## src/sv/rqer_pkg.sv

```systemverilog
// Shared types, constants and the root table for the read quality error rate block.
`timescale 1ns / 1ps
`default_nettype none

package rqer_pkg;

  // Fixed-point format of the reported error rate.
  localparam int unsigned ERR_FRAC_BITS = 24;
  localparam int unsigned ERR_W = ERR_FRAC_BITS + 1;

  // Phred+33 offset and log2(10)/10 in Q.32.
  localparam logic [7:0]  PHRED_OFFSET = 8'd33;
  localparam logic [31:0] LOG2_10_Q32  = 32'd1426757253;

  // Counter limits and the reset value of reads_wanted.
  localparam logic [31:0] MAX32 = 32'hFFFF_FFFF;
  localparam logic [39:0] MAX40 = 40'hFF_FFFF_FFFF;
  localparam logic [47:0] MAX48 = 48'hFFFF_FFFF_FFFF;
  localparam logic [31:0] READS_WANTED_RST = 32'd10000;

  // One input item.
  typedef struct packed {
    logic       action;
    logic       seq_present;
    logic       qual_present;
    logic [7:0] qual_char;
    logic       end_of_read;
  } rqer_in_t;

  // One result item.
  typedef struct packed {
    logic [24:0] error_rate;
    logic [39:0] bases_counted;
    logic [31:0] unscored_reads;
    logic [15:0] longest_read;
    logic [31:0] scored_reads;
  } rqer_out_t;

  // Accumulated statistics as seen by the sequencer.
  typedef struct packed {
    logic [47:0] quality_sum;
    logic [39:0] base_count;
    logic [31:0] unscored;
    logic [15:0] longest;
    logic [31:0] scored;
  } stats_t;

  // Divider status.
  typedef struct packed {
    logic        done;
    logic        zero;
    logic [31:0] mean;
  } div_status_t;

  // Exponent unit status.
  typedef struct packed {
    logic              done;
    logic [ERR_W-1:0]  err;
  } exp_status_t;

  // Top-level sequencer states.
  typedef enum logic [1:0] {
    ST_IDLE,
    ST_DIV,
    ST_EXP,
    ST_LOAD
  } seq_state_t;

  // Exponent unit phases.
  typedef enum logic [1:0] {
    EX_IDLE,
    EX_TMUL,
    EX_ROOT,
    EX_ROUND
  } exp_phase_t;

  // Table of repeated square roots of one half, Q.32.
  typedef logic [31:0][31:0] root_tab_t;

  function automatic logic [63:0] isqrt64(input logic [63:0] x);
    logic [63:0] xr;
    logic [63:0] res;
    logic [63:0] bv;
    xr  = x;
    res = 64'd0;
    bv  = 64'h4000_0000_0000_0000;
    for (int i = 0; i < 32; i++) begin
      if (xr >= res + bv) begin
        xr  = xr - (res + bv);
        res = (res >> 1) + bv;
      end else begin
        res = res >> 1;
      end
      bv = bv >> 2;
    end
    return res;
  endfunction

  function automatic root_tab_t build_roots();
    root_tab_t   tab;
    logic [63:0] a;
    a = 64'h0000_0000_8000_0000;
    for (int k = 0; k < 32; k++) begin
      a = isqrt64(a << 32);
      tab[k] = a[31:0];
    end
    return tab;
  endfunction

  localparam root_tab_t ROOT_TAB = build_roots();

endpackage

`default_nettype wire

```

## src/sv/rqer_stats.sv

```systemverilog
// Per-position statistics accumulator with the reads_wanted register.
`timescale 1ns / 1ps
`default_nettype none

module rqer_stats #(
  parameter int unsigned LEN_BITS = 16
) (
  input  wire logic              clk,
  input  wire logic              rst_n,
  input  wire logic              item_valid,
  input  wire rqer_pkg::rqer_in_t item,
  input  wire logic              cfg_we,
  input  wire logic [31:0]       cfg_wdata,
  output rqer_pkg::stats_t       stats
);
  import rqer_pkg::*;

  localparam int unsigned CW = (LEN_BITS > 16) ? LEN_BITS : 16;
  localparam logic [LEN_BITS-1:0] LEN_MAX = {LEN_BITS{1'b1}};

  logic [31:0]         reads_wanted_r, reads_wanted_nxt;
  logic [LEN_BITS-1:0] cur_len_r, cur_len_nxt;
  logic                cur_qual_r, cur_qual_nxt;
  logic [31:0]         info_r, info_nxt;
  logic [31:0]         unsc_r, unsc_nxt;
  logic [39:0]         base_r, base_nxt;
  logic [47:0]         qsum_r, qsum_nxt;
  logic [15:0]         maxlen_r, maxlen_nxt;

  logic [LEN_BITS-1:0] len_step;
  logic [7:0]          q_val;
  logic [48:0]         qsum_add;
  logic [CW-1:0]       len_ext;
  logic [15:0]         len_clip;
  logic                qual_after;

  // Arithmetic on the current position.
  always_comb begin
    len_step   = (item.seq_present && (cur_len_r != LEN_MAX)) ? cur_len_r + 1'b1 : cur_len_r;
    q_val      = (item.qual_char >= PHRED_OFFSET) ? item.qual_char - PHRED_OFFSET : 8'd0;
    qsum_add   = {1'b0, qsum_r} + {41'd0, q_val};
    len_ext    = CW'(len_step);
    len_clip   = (len_ext > CW'(16'hFFFF)) ? 16'hFFFF : len_ext[15:0];
    qual_after = cur_qual_r | item.qual_present;
  end

  // Next state of all counters.
  always_comb begin
    reads_wanted_nxt = reads_wanted_r;
    cur_len_nxt      = cur_len_r;
    cur_qual_nxt     = cur_qual_r;
    info_nxt         = info_r;
    unsc_nxt         = unsc_r;
    base_nxt         = base_r;
    qsum_nxt         = qsum_r;
    maxlen_nxt       = maxlen_r;
    if (cfg_we) begin
      reads_wanted_nxt = cfg_wdata;
    end
    if (item_valid) begin
      if (item.action) begin
        // Finish clears everything but the longest read and reads_wanted.
        cur_len_nxt  = '0;
        cur_qual_nxt = 1'b0;
        info_nxt     = '0;
        unsc_nxt     = '0;
        base_nxt     = '0;
        qsum_nxt     = '0;
      end else if (info_r >= reads_wanted_r) begin
        // Enough reads taken: only the read boundary is tracked.
        if (item.end_of_read) begin
          cur_len_nxt  = '0;
          cur_qual_nxt = 1'b0;
        end
      end else begin
        cur_len_nxt = len_step;
        if (item.qual_present) begin
          cur_qual_nxt = 1'b1;
          qsum_nxt     = qsum_add[48] ? MAX48 : qsum_add[47:0];
          base_nxt     = (base_r != MAX40) ? base_r + 40'd1 : MAX40;
        end
        if (item.end_of_read) begin
          if (len_clip > maxlen_r) begin
            maxlen_nxt = len_clip;
          end
          if (qual_after) begin
            info_nxt = (info_r != MAX32) ? info_r + 32'd1 : MAX32;
          end else begin
            unsc_nxt = (unsc_r != MAX32) ? unsc_r + 32'd1 : MAX32;
          end
          cur_len_nxt  = '0;
          cur_qual_nxt = 1'b0;
        end
      end
    end
  end

  // Counter registers.
  always_ff @(posedge clk) begin
    if (!rst_n) begin
      reads_wanted_r <= READS_WANTED_RST;
      cur_len_r      <= '0;
      cur_qual_r     <= 1'b0;
      info_r         <= '0;
      unsc_r         <= '0;
      base_r         <= '0;
      qsum_r         <= '0;
      maxlen_r       <= '0;
    end else begin
      reads_wanted_r <= reads_wanted_nxt;
      cur_len_r      <= cur_len_nxt;
      cur_qual_r     <= cur_qual_nxt;
      info_r         <= info_nxt;
      unsc_r         <= unsc_nxt;
      base_r         <= base_nxt;
      qsum_r         <= qsum_nxt;
      maxlen_r       <= maxlen_nxt;
    end
  end

  assign stats.quality_sum = qsum_r;
  assign stats.base_count  = base_r;
  assign stats.unscored    = unsc_r;
  assign stats.longest     = maxlen_r;
  assign stats.scored      = info_r;

endmodule

`default_nettype wire

```

## src/sv/rqer_div.sv

```systemverilog
// Restoring divider that forms the mean quality in Q.24, one quotient bit per cycle.
`timescale 1ns / 1ps
`default_nettype none

module rqer_div (
  input  wire logic            clk,
  input  wire logic            rst_n,
  input  wire logic            start,
  input  wire logic [47:0]     sum,
  input  wire logic [39:0]     cnt,
  output rqer_pkg::div_status_t status
);
  import rqer_pkg::*;

  logic        busy_r, busy_nxt;
  logic        done_r, done_nxt;
  logic [4:0]  step_r, step_nxt;
  logic [39:0] rem_r, rem_nxt;
  logic [31:0] low_r, low_nxt;
  logic [31:0] q_r, q_nxt;
  logic [39:0] n_r, n_nxt;
  logic        zero_r, zero_nxt;

  logic [40:0] trial;
  logic [40:0] diff;
  logic        ge;

  // Shared compare and subtract.
  always_comb begin
    trial = {rem_r, low_r[31]};
    diff  = trial - {1'b0, n_r};
    ge    = trial >= {1'b0, n_r};
  end

  // Step control and datapath update.
  always_comb begin
    busy_nxt = busy_r;
    done_nxt = 1'b0;
    step_nxt = step_r;
    rem_nxt  = rem_r;
    low_nxt  = low_r;
    q_nxt    = q_r;
    n_nxt    = n_r;
    zero_nxt = zero_r;
    if (start) begin
      // The quotient fits in 32 bits exactly when the mean is below 256.
      busy_nxt = 1'b1;
      step_nxt = '0;
      rem_nxt  = {sum[47:8]};
      low_nxt  = {sum[7:0], 24'd0};
      q_nxt    = '0;
      n_nxt    = cnt;
      zero_nxt = (cnt == 40'd0) || (sum >= {cnt, 8'd0});
    end else if (busy_r) begin
      rem_nxt  = ge ? diff[39:0] : trial[39:0];
      low_nxt  = {low_r[30:0], 1'b0};
      q_nxt    = {q_r[30:0], ge};
      step_nxt = step_r + 5'd1;
      if (step_r == 5'd31) begin
        busy_nxt = 1'b0;
        done_nxt = 1'b1;
      end
    end
  end

  always_ff @(posedge clk) begin
    if (!rst_n) begin
      busy_r <= 1'b0;
      done_r <= 1'b0;
      step_r <= '0;
    end else begin
      busy_r <= busy_nxt;
      done_r <= done_nxt;
      step_r <= step_nxt;
    end
  end

  always_ff @(posedge clk) begin
    rem_r  <= rem_nxt;
    low_r  <= low_nxt;
    q_r    <= q_nxt;
    n_r    <= n_nxt;
    zero_r <= zero_nxt;
  end

  assign status.done = done_r;
  assign status.zero = zero_r;
  assign status.mean = q_r;

endmodule

`default_nettype wire

```

## src/sv/rqer_exp.sv

```systemverilog
// Exponent unit: 2^-(mean*log2(10)/10) by repeated root multiplies on one shared multiplier.
`timescale 1ns / 1ps
`default_nettype none

module rqer_exp (
  input  wire logic            clk,
  input  wire logic            rst_n,
  input  wire logic            start,
  input  wire logic [31:0]     mean,
  input  wire logic            zero,
  output rqer_pkg::exp_status_t status
);
  import rqer_pkg::*;

  localparam logic [8:0]  SHIFT_BIAS = 9'(32 - ERR_FRAC_BITS);
  localparam logic [64:0] ERR_ONE    = 65'(1) << ERR_FRAC_BITS;

  exp_phase_t  phase_r, phase_nxt;
  logic [4:0]  step_r;
  logic [31:0] mean_r;
  logic        zero_r;
  logic [7:0]  i_r;
  logic [31:0] f_r;
  logic [32:0] r_r;
  logic [ERR_W-1:0] err_r;
  logic        done_r;

  logic        sel_t;
  logic        ld_t;
  logic        ld_root;
  logic        ld_round;

  logic [32:0] mul_a;
  logic [31:0] mul_b;
  logic [64:0] prod;

  logic [8:0]  shift;
  logic [64:0] half;
  logic [64:0] rounded;
  logic [ERR_W-1:0] err_val;

  // Phase sequencing.
  always_comb begin
    phase_nxt = phase_r;
    unique case (phase_r)
      EX_IDLE:  if (start) phase_nxt = EX_TMUL;
      EX_TMUL:  phase_nxt = EX_ROOT;
      EX_ROOT:  if (step_r == 5'd31) phase_nxt = EX_ROUND;
      EX_ROUND: phase_nxt = EX_IDLE;
      default:  phase_nxt = EX_IDLE;
    endcase
  end

  // Phase outputs.
  always_comb begin
    sel_t    = 1'b0;
    ld_t     = 1'b0;
    ld_root  = 1'b0;
    ld_round = 1'b0;
    unique case (phase_r)
      EX_IDLE:  ;
      EX_TMUL: begin
        sel_t = 1'b1;
        ld_t  = 1'b1;
      end
      EX_ROOT:  ld_root  = 1'b1;
      EX_ROUND: ld_round = 1'b1;
      default:  ;
    endcase
  end

  // The one multiplier: first the exponent scaling, then the root products.
  always_comb begin
    mul_a = sel_t ? {1'b0, mean_r} : r_r;
    mul_b = sel_t ? LOG2_10_Q32 : ROOT_TAB[step_r];
    prod  = 65'(mul_a) * 65'(mul_b);
  end

  // Final shift by the integer part with rounding half up, then clamp at one; zero if flagged or the shift reaches 64.
  always_comb begin
    shift   = {1'b0, i_r} + SHIFT_BIAS;
    half    = (shift == 9'd0) ? 65'd0 : (65'(1) << (shift[5:0] - 6'd1));
    rounded = (65'(r_r) + half) >> shift[5:0];
    if (zero_r || (shift >= 9'd64)) begin
      err_val = '0;
    end else if (rounded > ERR_ONE) begin
      err_val = ERR_ONE[ERR_W-1:0];
    end else begin
      err_val = rounded[ERR_W-1:0];
    end
  end

  always_ff @(posedge clk) begin
    if (!rst_n) begin
      phase_r <= EX_IDLE;
      done_r  <= 1'b0;
    end else begin
      phase_r <= phase_nxt;
      done_r  <= ld_round;
    end
  end

  // Datapath registers.
  always_ff @(posedge clk) begin
    if (start) begin
      mean_r <= mean;
      zero_r <= zero;
    end
    if (ld_t) begin
      i_r    <= prod[63:56];
      f_r    <= prod[55:24];
      r_r    <= 33'h1_0000_0000;
      step_r <= '0;
    end
    if (ld_root) begin
      if (f_r[31]) begin
        r_r <= prod[64:32];
      end
      f_r    <= {f_r[30:0], 1'b0};
      step_r <= step_r + 5'd1;
    end
    if (ld_round) begin
      err_r <= err_val;
    end
  end

  assign status.done = done_r;
  assign status.err  = err_r;

endmodule

`default_nettype wire

```

## src/sv/read_quality_error_rate.sv

```systemverilog
// Top level: read quality statistics with a sequenced error rate computation.
// Position items: one item per cycle, no result, in_stall low while idle.
// Finish item: the result is computed in 32 divider steps, one scaling multiply, 32 root
// multiplies on the shared multiplier, rounding and handoff; the next item is taken only
// after the result has been loaded into the output register. The result waits until taken.
// Synchronous active-low reset clears all counters and sets reads_wanted to 10000.
`timescale 1ns / 1ps
`default_nettype none

module read_quality_error_rate #(
  parameter int unsigned LEN_BITS = 16
) (
  input  wire logic               clk,
  input  wire logic               rst_n,
  input  wire logic               in_valid,
  output      logic               in_stall,
  input  wire rqer_pkg::rqer_in_t in_data,
  output      logic               out_valid,
  input  wire logic               out_stall,
  output      rqer_pkg::rqer_out_t out_data,
  input  wire logic               cfg_we,
  input  wire logic [31:0]        cfg_wdata
);
  import rqer_pkg::*;

  seq_state_t  state_r, state_nxt;
  logic        in_accept;
  logic        fin_accept;
  logic        div_start;
  logic        exp_start;
  logic        out_load;
  logic        out_free;

  stats_t      stats;
  div_status_t div_st;
  exp_status_t exp_st;

  rqer_out_t   pend_r;
  rqer_out_t   load_data;
  rqer_out_t   out_r;
  logic        out_valid_r;

  assign in_accept  = in_valid && !in_stall;
  assign fin_accept = in_accept && in_data.action;
  assign out_free   = !out_valid_r || !out_stall;

  rqer_stats #(
    .LEN_BITS (LEN_BITS)
  ) u_stats (
    .clk        (clk),
    .rst_n      (rst_n),
    .item_valid (in_accept),
    .item       (in_data),
    .cfg_we     (cfg_we),
    .cfg_wdata  (cfg_wdata),
    .stats      (stats)
  );

  rqer_div u_div (
    .clk    (clk),
    .rst_n  (rst_n),
    .start  (div_start),
    .sum    (stats.quality_sum),
    .cnt    (stats.base_count),
    .status (div_st)
  );

  rqer_exp u_exp (
    .clk    (clk),
    .rst_n  (rst_n),
    .start  (exp_start),
    .mean   (div_st.mean),
    .zero   (div_st.zero),
    .status (exp_st)
  );

  // Sequencer next state.
  always_comb begin
    state_nxt = state_r;
    unique case (state_r)
      ST_IDLE: if (fin_accept) state_nxt = ST_DIV;
      ST_DIV:  if (div_st.done) state_nxt = ST_EXP;
      ST_EXP:  if (exp_st.done) state_nxt = ST_LOAD;
      ST_LOAD: if (out_free) state_nxt = ST_IDLE;
      default: state_nxt = ST_IDLE;
    endcase
  end

  // Sequencer outputs.
  always_comb begin
    in_stall  = 1'b1;
    div_start = 1'b0;
    exp_start = 1'b0;
    out_load  = 1'b0;
    unique case (state_r)
      ST_IDLE: begin
        in_stall  = 1'b0;
        div_start = fin_accept;
      end
      ST_DIV:  exp_start = div_st.done;
      ST_EXP:  ;
      ST_LOAD: out_load = out_free;
      default: ;
    endcase
  end

  always_ff @(posedge clk) begin
    if (!rst_n) begin
      state_r <= ST_IDLE;
    end else begin
      state_r <= state_nxt;
    end
  end

  // Snapshot of the counters taken with the finish item.
  always_ff @(posedge clk) begin
    if (fin_accept) begin
      pend_r.error_rate     <= '0;
      pend_r.bases_counted  <= stats.base_count;
      pend_r.unscored_reads <= stats.unscored;
      pend_r.longest_read   <= stats.longest;
      pend_r.scored_reads   <= stats.scored;
    end
  end

  // Result with the computed error rate merged in.
  always_comb begin
    load_data            = pend_r;
    load_data.error_rate = exp_st.err;
  end

  // Output register.
  always_ff @(posedge clk) begin
    if (!rst_n) begin
      out_valid_r <= 1'b0;
    end else if (out_load) begin
      out_valid_r <= 1'b1;
    end else if (out_valid_r && !out_stall) begin
      out_valid_r <= 1'b0;
    end
  end

  always_ff @(posedge clk) begin
    if (out_load) begin
      out_r <= load_data;
    end
  end

  assign out_valid = out_valid_r;
  assign out_data  = out_r;

endmodule

`default_nettype wire

```

## config.mk

```make
export PLATFORM = sky130hd
export DESIGN_NAME = read_quality_error_rate
export DESIGN_NICKNAME = d
export VERILOG_FILES = /design/src/sv/rqer_pkg.sv /design/src/sv/rqer_stats.sv /design/src/sv/rqer_div.sv /design/src/sv/rqer_exp.sv /design/src/sv/read_quality_error_rate.sv
export SDC_FILE = /design/constraint.sdc
export NUM_CORES = 2
export LEC_CHECK = 0
export BUFFER_PORTS_ARGS = -buffer_cell sky130_fd_sc_hd__clkbuf_2
export CORE_MARGIN = 2
export CORE_UTILIZATION = 50
export CTS_CLUSTER_DIAMETER = 60
export DETAILED_ROUTE_END_ITERATION = 8
export MAX_ROUTING_LAYER = met4
export PLACE_DENSITY = 0.65
export SLEW_MARGIN = 30
export SYNTH_ARGS = -nofsm -noshare
export SYNTH_HDL_FRONTEND = slang
export SYNTH_SLANG_ARGS = --single-unit
```

## constraint.sdc

```tcl
create_clock -name clk -period 16.3 [get_ports clk]
set_clock_uncertainty 0.05 [all_clocks]
set_input_delay 0 -clock clk [delete_from_list [all_inputs] [get_ports clk]]
set_output_delay 0 -clock clk [all_outputs]
set_load 0.01 [all_outputs]
```

Word-level counts from Yosys, hierarchy flattened
Memories as Yosys holds them, arrays and structs flattened. A register that Yosys moved wholly into a read port is not among the register bits. Cells that the tools add are included.

Register bits after elaboration: 752. Output and inout bits: 147. Bits of input ports: 49. Memory bits (read-only): 1024. Memories kept: 1. Word-level logic and storage cells: 189.

Memory list: (name not given) (depth 32, width 32, read ports 1, clocked after Yosys merged registers in 1, wr ports 0, line rqer_exp.sv:75) `mul_b = sel_t ? LOG2_10_Q32 : ROOT_TAB[step_r];`.

Add/subtract/negate cells: 12. Bitwise gates (word level): 5. Order comparisons: 9. Multiplexer cells: 69. Shift operators: 2. $mul: 1. Eq/ne operators: 21. Reduce and logical (&&, ||, !) cells: 31.

Operators by type and width (number): two-way mux 32 bit (16); two-way mux 40 bit (7); two-way mux 48 bit (4); two-way mux 33 bit (4); two-way mux 16 bit (6); adder 33 x 65 -> 65 bit (1); greater-than comparator 65 x 25 -> 1 bit, second input constant (1); multiplier 33 x 32 -> 65 bit (1); two-way mux 65 bit (1); left shift 1 x 6 -> 65 bit, first input constant (1); >> shifter 65 x 6 -> 65 bit (1); adder 32 x 1 -> 32 bit, second input constant (2); inequality test 32 bit, second input constant (2); adder 48 x 8 -> 49 bit (1); >= comparator 48 bit (1); >= comparator 41 x 40 -> 1 bit (1); adder 40 x 1 -> 40 bit, second input constant (1); logical NOT 40 bit (1); inequality test 40 bit, second input constant (1); subtractor 40 bit (1); >= comparator 32 bit (1); two-way mux 25 bit (1); two-way mux 1 bit (18); adder 16 x 1 -> 16 bit, second input constant (1); 35 further kinds (75).

Longest topological paths before layout
Depth in word-level cells: 8. Gate-level depth with buffers: 38. Depth with buffers taken out: 35.

Modules after synthesis
From an unflattened synthesis, not the netlist that was laid out.

Cell total of the unflattened synthesis: 8024. Area, all modules: 75284.7 µm².

By module, submodules not included: rqer_exp (times used 1, seq. area each 4424.2 µm², area an instance 45382.3 µm², cells each 5181); rqer_stats (times used 1, seq. area each 4344.2 µm², area an instance 13006.2 µm², cells each 1667); rqer_div (times used 1, seq. area each 3453.3 µm², area an instance 8683.3 µm², cells each 884); read_quality_error_rate (times used 1, seq. area each 8017.7 µm², area an instance 8212.9 µm², cells each 292).

Worst setup path before layout
OpenSTA, ideal clock, no wires.

Path kind: register to register. Start: reg state_r[0]. End: reg out_r, in the netlist out_data[0] (enable). Arrival: 11.002 ns. Path buffers: 0. Setup slack: 4.379 ns. Period minus slack after synthesis: 11.921 ns. Library setup time: 0.869 ns. Data required time: 15.381 ns. Cell stages (with the launch flop): 3. Cells stage by stage: dfxtp_1 ha_1 a21boi_0.

Word-level cells in the longest chain between the ends: 2.

Ends and longest elaborated chain: start: declaration (line read_quality_error_rate.sv:26) `seq_state_t state_r, state_nxt;`; start signal: assignment (line read_quality_error_rate.sv:111) `state_r <= state_nxt;`; equality test 2 bit (line read_quality_error_rate.sv:95) `unique case (state_r)`; two-way mux 1 bit (line read_quality_error_rate.sv:95); net out_load (line read_quality_error_rate.sv:31) `logic out_load;`; end signal: assignment (line read_quality_error_rate.sv:145) `out_r <= load_data;`; end: declaration (line read_quality_error_rate.sv:40) `rqer_out_t out_r;`.

The timed path passes the listed nets, and every way through them passes these cells. A chain may end at the register's enable or synchronous reset.

Worst setup path after layout
Start: reg u_exp.phase_r[1]. End: reg u_exp.r_r[25].

Word-level cells in the longest chain between the ends: 6. Elaborated cells on any way between the ends: 10. Classes of those cells: 1 x mul; 2 x eq/ne; 7 x mux.

Ends and longest elaborated chain: start: declaration (line rqer_exp.sv:18) `exp_phase_t phase_r, phase_nxt;`; start signal: assignment (line rqer_exp.sv:98) `phase_r <= phase_nxt;`; equality test 2 x 1 -> 1 bit (*) (line rqer_exp.sv:60) `unique case (phase_r)`; two-way mux 1 bit (*) (line rqer_exp.sv:60); two-way mux 33 bit / two-way mux 32 bit (equally long branches) (line rqer_exp.sv:74, rqer_exp.sv:75); multiplier 33 x 32 -> 65 bit (*) (line rqer_exp.sv:76) `prod = 65'(mul_a) * 65'(mul_b);`; net u_exp.prod[57] (line rqer_exp.sv:35) `logic [64:0] prod;`; two-way mux 33 bit (*) (line rqer_exp.sv:116) `if (f_r[31]) begin`; two-way mux 33 bit (*) (line rqer_exp.sv:115) `if (ld_root) begin`; end signal: assignment (line rqer_exp.sv:117) `r_r <= prod[64:32];`; end: declaration (line rqer_exp.sv:24) `logic [32:0] r_r;`.

Mark *: on every way through the listed nets, which the timed path passes. The rest lies on a longest branch.

==> results.sh <==
export IMPL_slew_headroom=0.231
export IMPL_critPathMostFrequentCell="fa_1"
export IMPL_die_w_um=388
export IMPL_rsz0062_at_grt="false"
export IMPL_hold_depth=5
export IMPL_top_layer="met4"
export IMPL_multi_input_area_um2=47800
export IMPL_synthAdderAreaFrac=0.330
export IMPL_arrival_ns=11.63
export IMPL_layout_cells_non_filler=9972
export IMPL_h_tree_depth=3
export IMPL_worstSetupStartpointType="flip-flop"
export IMPL_status="finished clean"
export IMPL_drt_iter0_markers=6261
export IMPL_synth_edf_count=456
export IMPL_syn_inst=7819
export IMPL_r2r_start="u_exp.phase_r[1]$_SDFFE_PN0P_"
export IMPL_ff2ff_path_depth=35
export IMPL_hold_viol=0
export IMPL_fillers=13200
export IMPL_tns_ns=0
export IMPL_ys_ff_latch=783
export IMPL_dp_cells=9692
export IMPL_post_cts_buffers=0
export IMPL_port_buffers=195
export IMPL_viasPerCell=5.98
export IMPL_area_growth_pct=9.92
export IMPL_end_kind="flip-flop"
export IMPL_remaining_drc_errors=0
export IMPL_pin_count=196
export IMPL_worst_slew_pin_slew_ns=1.15
export IMPL_place_congestion=1.03
export IMPL_clock_latency_ns=0.72
export IMPL_grt_pass1_vias=60300
export IMPL_max_clock_freq_mhz=90.2
export IMPL_antenna_found_initial=12
export IMPL_hold_start="in_data[11]"
export IMPL_synth_area_leader_cell="fa_1"
export IMPL_postSynth_asyncResetShare=0
export IMPL_cts_root_buf="clkbuf_16"
export IMPL_reg2reg_slack_ns=5.22
export IMPL_synth_nets=9257
export IMPL_seq_area_um2=20200
export IMPL_rows=140
export IMPL_totalWireLength_um=251000
export IMPL_first_pass_iters=9
export IMPL_yosys_area_share_simple=0.162
export IMPL_cts_max_path_buffers=3
export IMPL_worst_hold_slack_ns=0.0696
export IMPL_cts_resized_gates=0
export IMPL_max_stage_delay_ns=0.79
export IMPL_synth_top_area_share=0.252
export IMPL_clkTransAtPathRegs_ns=0.06
export IMPL_synth_xor_area_frac=0.0166
export IMPL_final_util=0.555
export IMPL_cp_max_fo=60
export IMPL_slowest_stage="buf_4"
export IMPL_cap_viol_max_count=0
export IMPL_critPathRequiredTime_ns=16.85
export IMPL_initial_core_util=0.505
export IMPL_fin_crit_ns=11.08
export IMPL_wl_met1_um=99300
export IMPL_grt_max_degree=146
export IMPL_synth_top_family_by_area="adder cells"
export IMPL_wire_per_inst_um=25.2
export IMPL_drtAntennaViolNets=0
export IMPL_syn_area_per_cell_um2=9.43
export IMPL_r2r_end="u_exp.r_r[25]$_DFF_P_"
export IMPL_grt_pass1_wl_um=379000
export IMPL_mostFrequentLayoutCells="1180 x inv_1, 928 x fa_1, 927 x nand2_1"
export IMPL_synthFlopType="edfxtp_1"
export IMPL_met2WireLength_um=111000
export IMPL_track_usage=0.345
export IMPL_via_count=59600
export IMPL_path_class="flip-flop to flip-flop"
export IMPL_cts_tree="done"
export IMPL_synth_warnings=0
export IMPL_cts_made_buffers=93
export IMPL_syn_area_um2=73700
export IMPL_final_common_cell="inv_1"
export IMPL_die_area_um2=151000
export IMPL_drive_gt1_frac=0.0823
export IMPL_period_share=0.680
export IMPL_synth_area_top_cells="fa_1 25%, edfxtp_1 19%, dfxtp_1 8.9%, ha_1 7.8%, inv_1 6.0%"
export IMPL_ys_types=99
export IMPL_holdPathEnd="u_stats.base_r[18]$_SDFFE_PN0P_"
export IMPL_die_y_um=388
export IMPL_final_nets=9397
export IMPL_slew_viol_final=0
export IMPL_synth_compound_area_frac=0.113
export IMPL_cts_sinks=783
export IMPL_dr_wl_met3_um=28900
export IMPL_core_region_area_um2=146000
export IMPL_dp_hpwl_um=187000
export IMPL_synth_seq_area_share=0.275
export IMPL_hold_class="primary input to flip-flop"
export IMPL_setup_viol=0
export IMPL_grt_overflow=0
export IMPL_muxShareOfSynthArea=0.0230
==> worst max path at each step <==
stage / depth (start not counted) / slack (ns) / from / to
floorplan: 2 / 4.38 / state_r[0]$_SDFFE_PN0P_ / out_data[0]$_DFFE_PP_
global placement: 35 / 5.36 / u_exp.phase_r[1]$_SDFFE_PN0P_ / u_exp.r_r[27]$_DFF_P_
detailed placement: 35 / 5.33 / u_exp.phase_r[1]$_SDFFE_PN0P_ / u_exp.r_r[27]$_DFF_P_
CTS: 35 / 5.32 / u_exp.phase_r[1]$_SDFFE_PN0P_ / u_exp.r_r[27]$_DFF_P_
global route: 35 / 4.79 / u_exp.phase_r[1]$_SDFFE_PN0P_ / u_exp.r_r[27]$_DFF_P_
finish: 35 / 5.22 / u_exp.phase_r[1]$_SDFFE_PN0P_ / u_exp.r_r[25]$_DFF_P_
==> state kept, by name (all words and copies together) (netlist names), 33 cells and up, named ones only <==
signal / cells
u_stats.base_r: 40
load_data: 120
u_stats.qsum_r: 48
u_exp.r_r: 33
out_data: 145
u_div.n_r: 40
u_div.rem_r: 40
==> repair_timing <==
action,in CTS,in global routing
setup endpoints to repair,0,0
endpoints found under the hold margin,77,0
hold buffers,89,0
==> Yosys cell counts, types with 45 or more instances <==
cell / number
a22o_1: 49
xor2_1: 54
inv_1: 1181
o21ai_0: 267
a21o_1: 129
a31oi_1: 85
mux2i_1: 123
nand3_1: 149
edfxtp_1: 456
a211oi_1: 45
nor2_1: 604
and2_1: 293
nor3_1: 112
dfxtp_1: 327
nor2b_1: 124
a21oi_1: 281
fa_1: 928
xnor2_1: 84
nand2_1: 930
ha_1: 461
nand4_1: 73
and3_1: 65
clkbuf_1: 331
==> layout make-up <==
type                       instances  area share
antenna                           15    0.000463
inverter                        1183      0.0549
timing repair buffer             425      0.0364
clock inverter                    54     0.00815
clock buffer                     122      0.0312
multi-input combinational       5473       0.589
tap                             1917      0.0296
sequential                       783       0.250
==> critical path: cells and delay by family (launching register included) <==
family	cells	cell delay, ns
mux	1	0.27
buf+inv	9	1.47
flops	1	0.34
fa+ha+maj	10	5.05
xor+xnor	1	0.20
simple gates	5	0.85
compound gates	9	2.70
==> stage by stage <==
step,worst slack (ns),area (µm²)
floorplan,4.38,73700
global placement,5.36,76800
detailed placement,5.33,76900
CTS,5.32,81000
global route,4.79,81000
finish,5.22,81000
==> routing by layer <==
| metal | up-vias | GRT usage |
|---|---|---|
| met3 | 632 | 0.0956 |
| met1 | 29600 | 0.443 |
| met4 | 0 | 0.138 |
| met2 | 3200 | 0.515 |
| met5 | - | - |
| li1 | 26100 | - |
==> logic make-up (layout without fill, tap and decap cells) <==
| group | after synthesis | after routing |
|---|---|---|
| simple gates | 2552 | 2552 |
| fa+ha+maj | 1389 | 1389 |
| flops | 783 | 783 |
| other cells | 0 | 15 |
| xor+xnor | 139 | 139 |
| buf+inv | 1563 | 1784 |
| mux | 160 | 160 |
| compound gates | 1233 | 1233 |
Power is not shown: default switching activity piles up to over one toggle a cycle in this logic, so the estimate is an artifact.
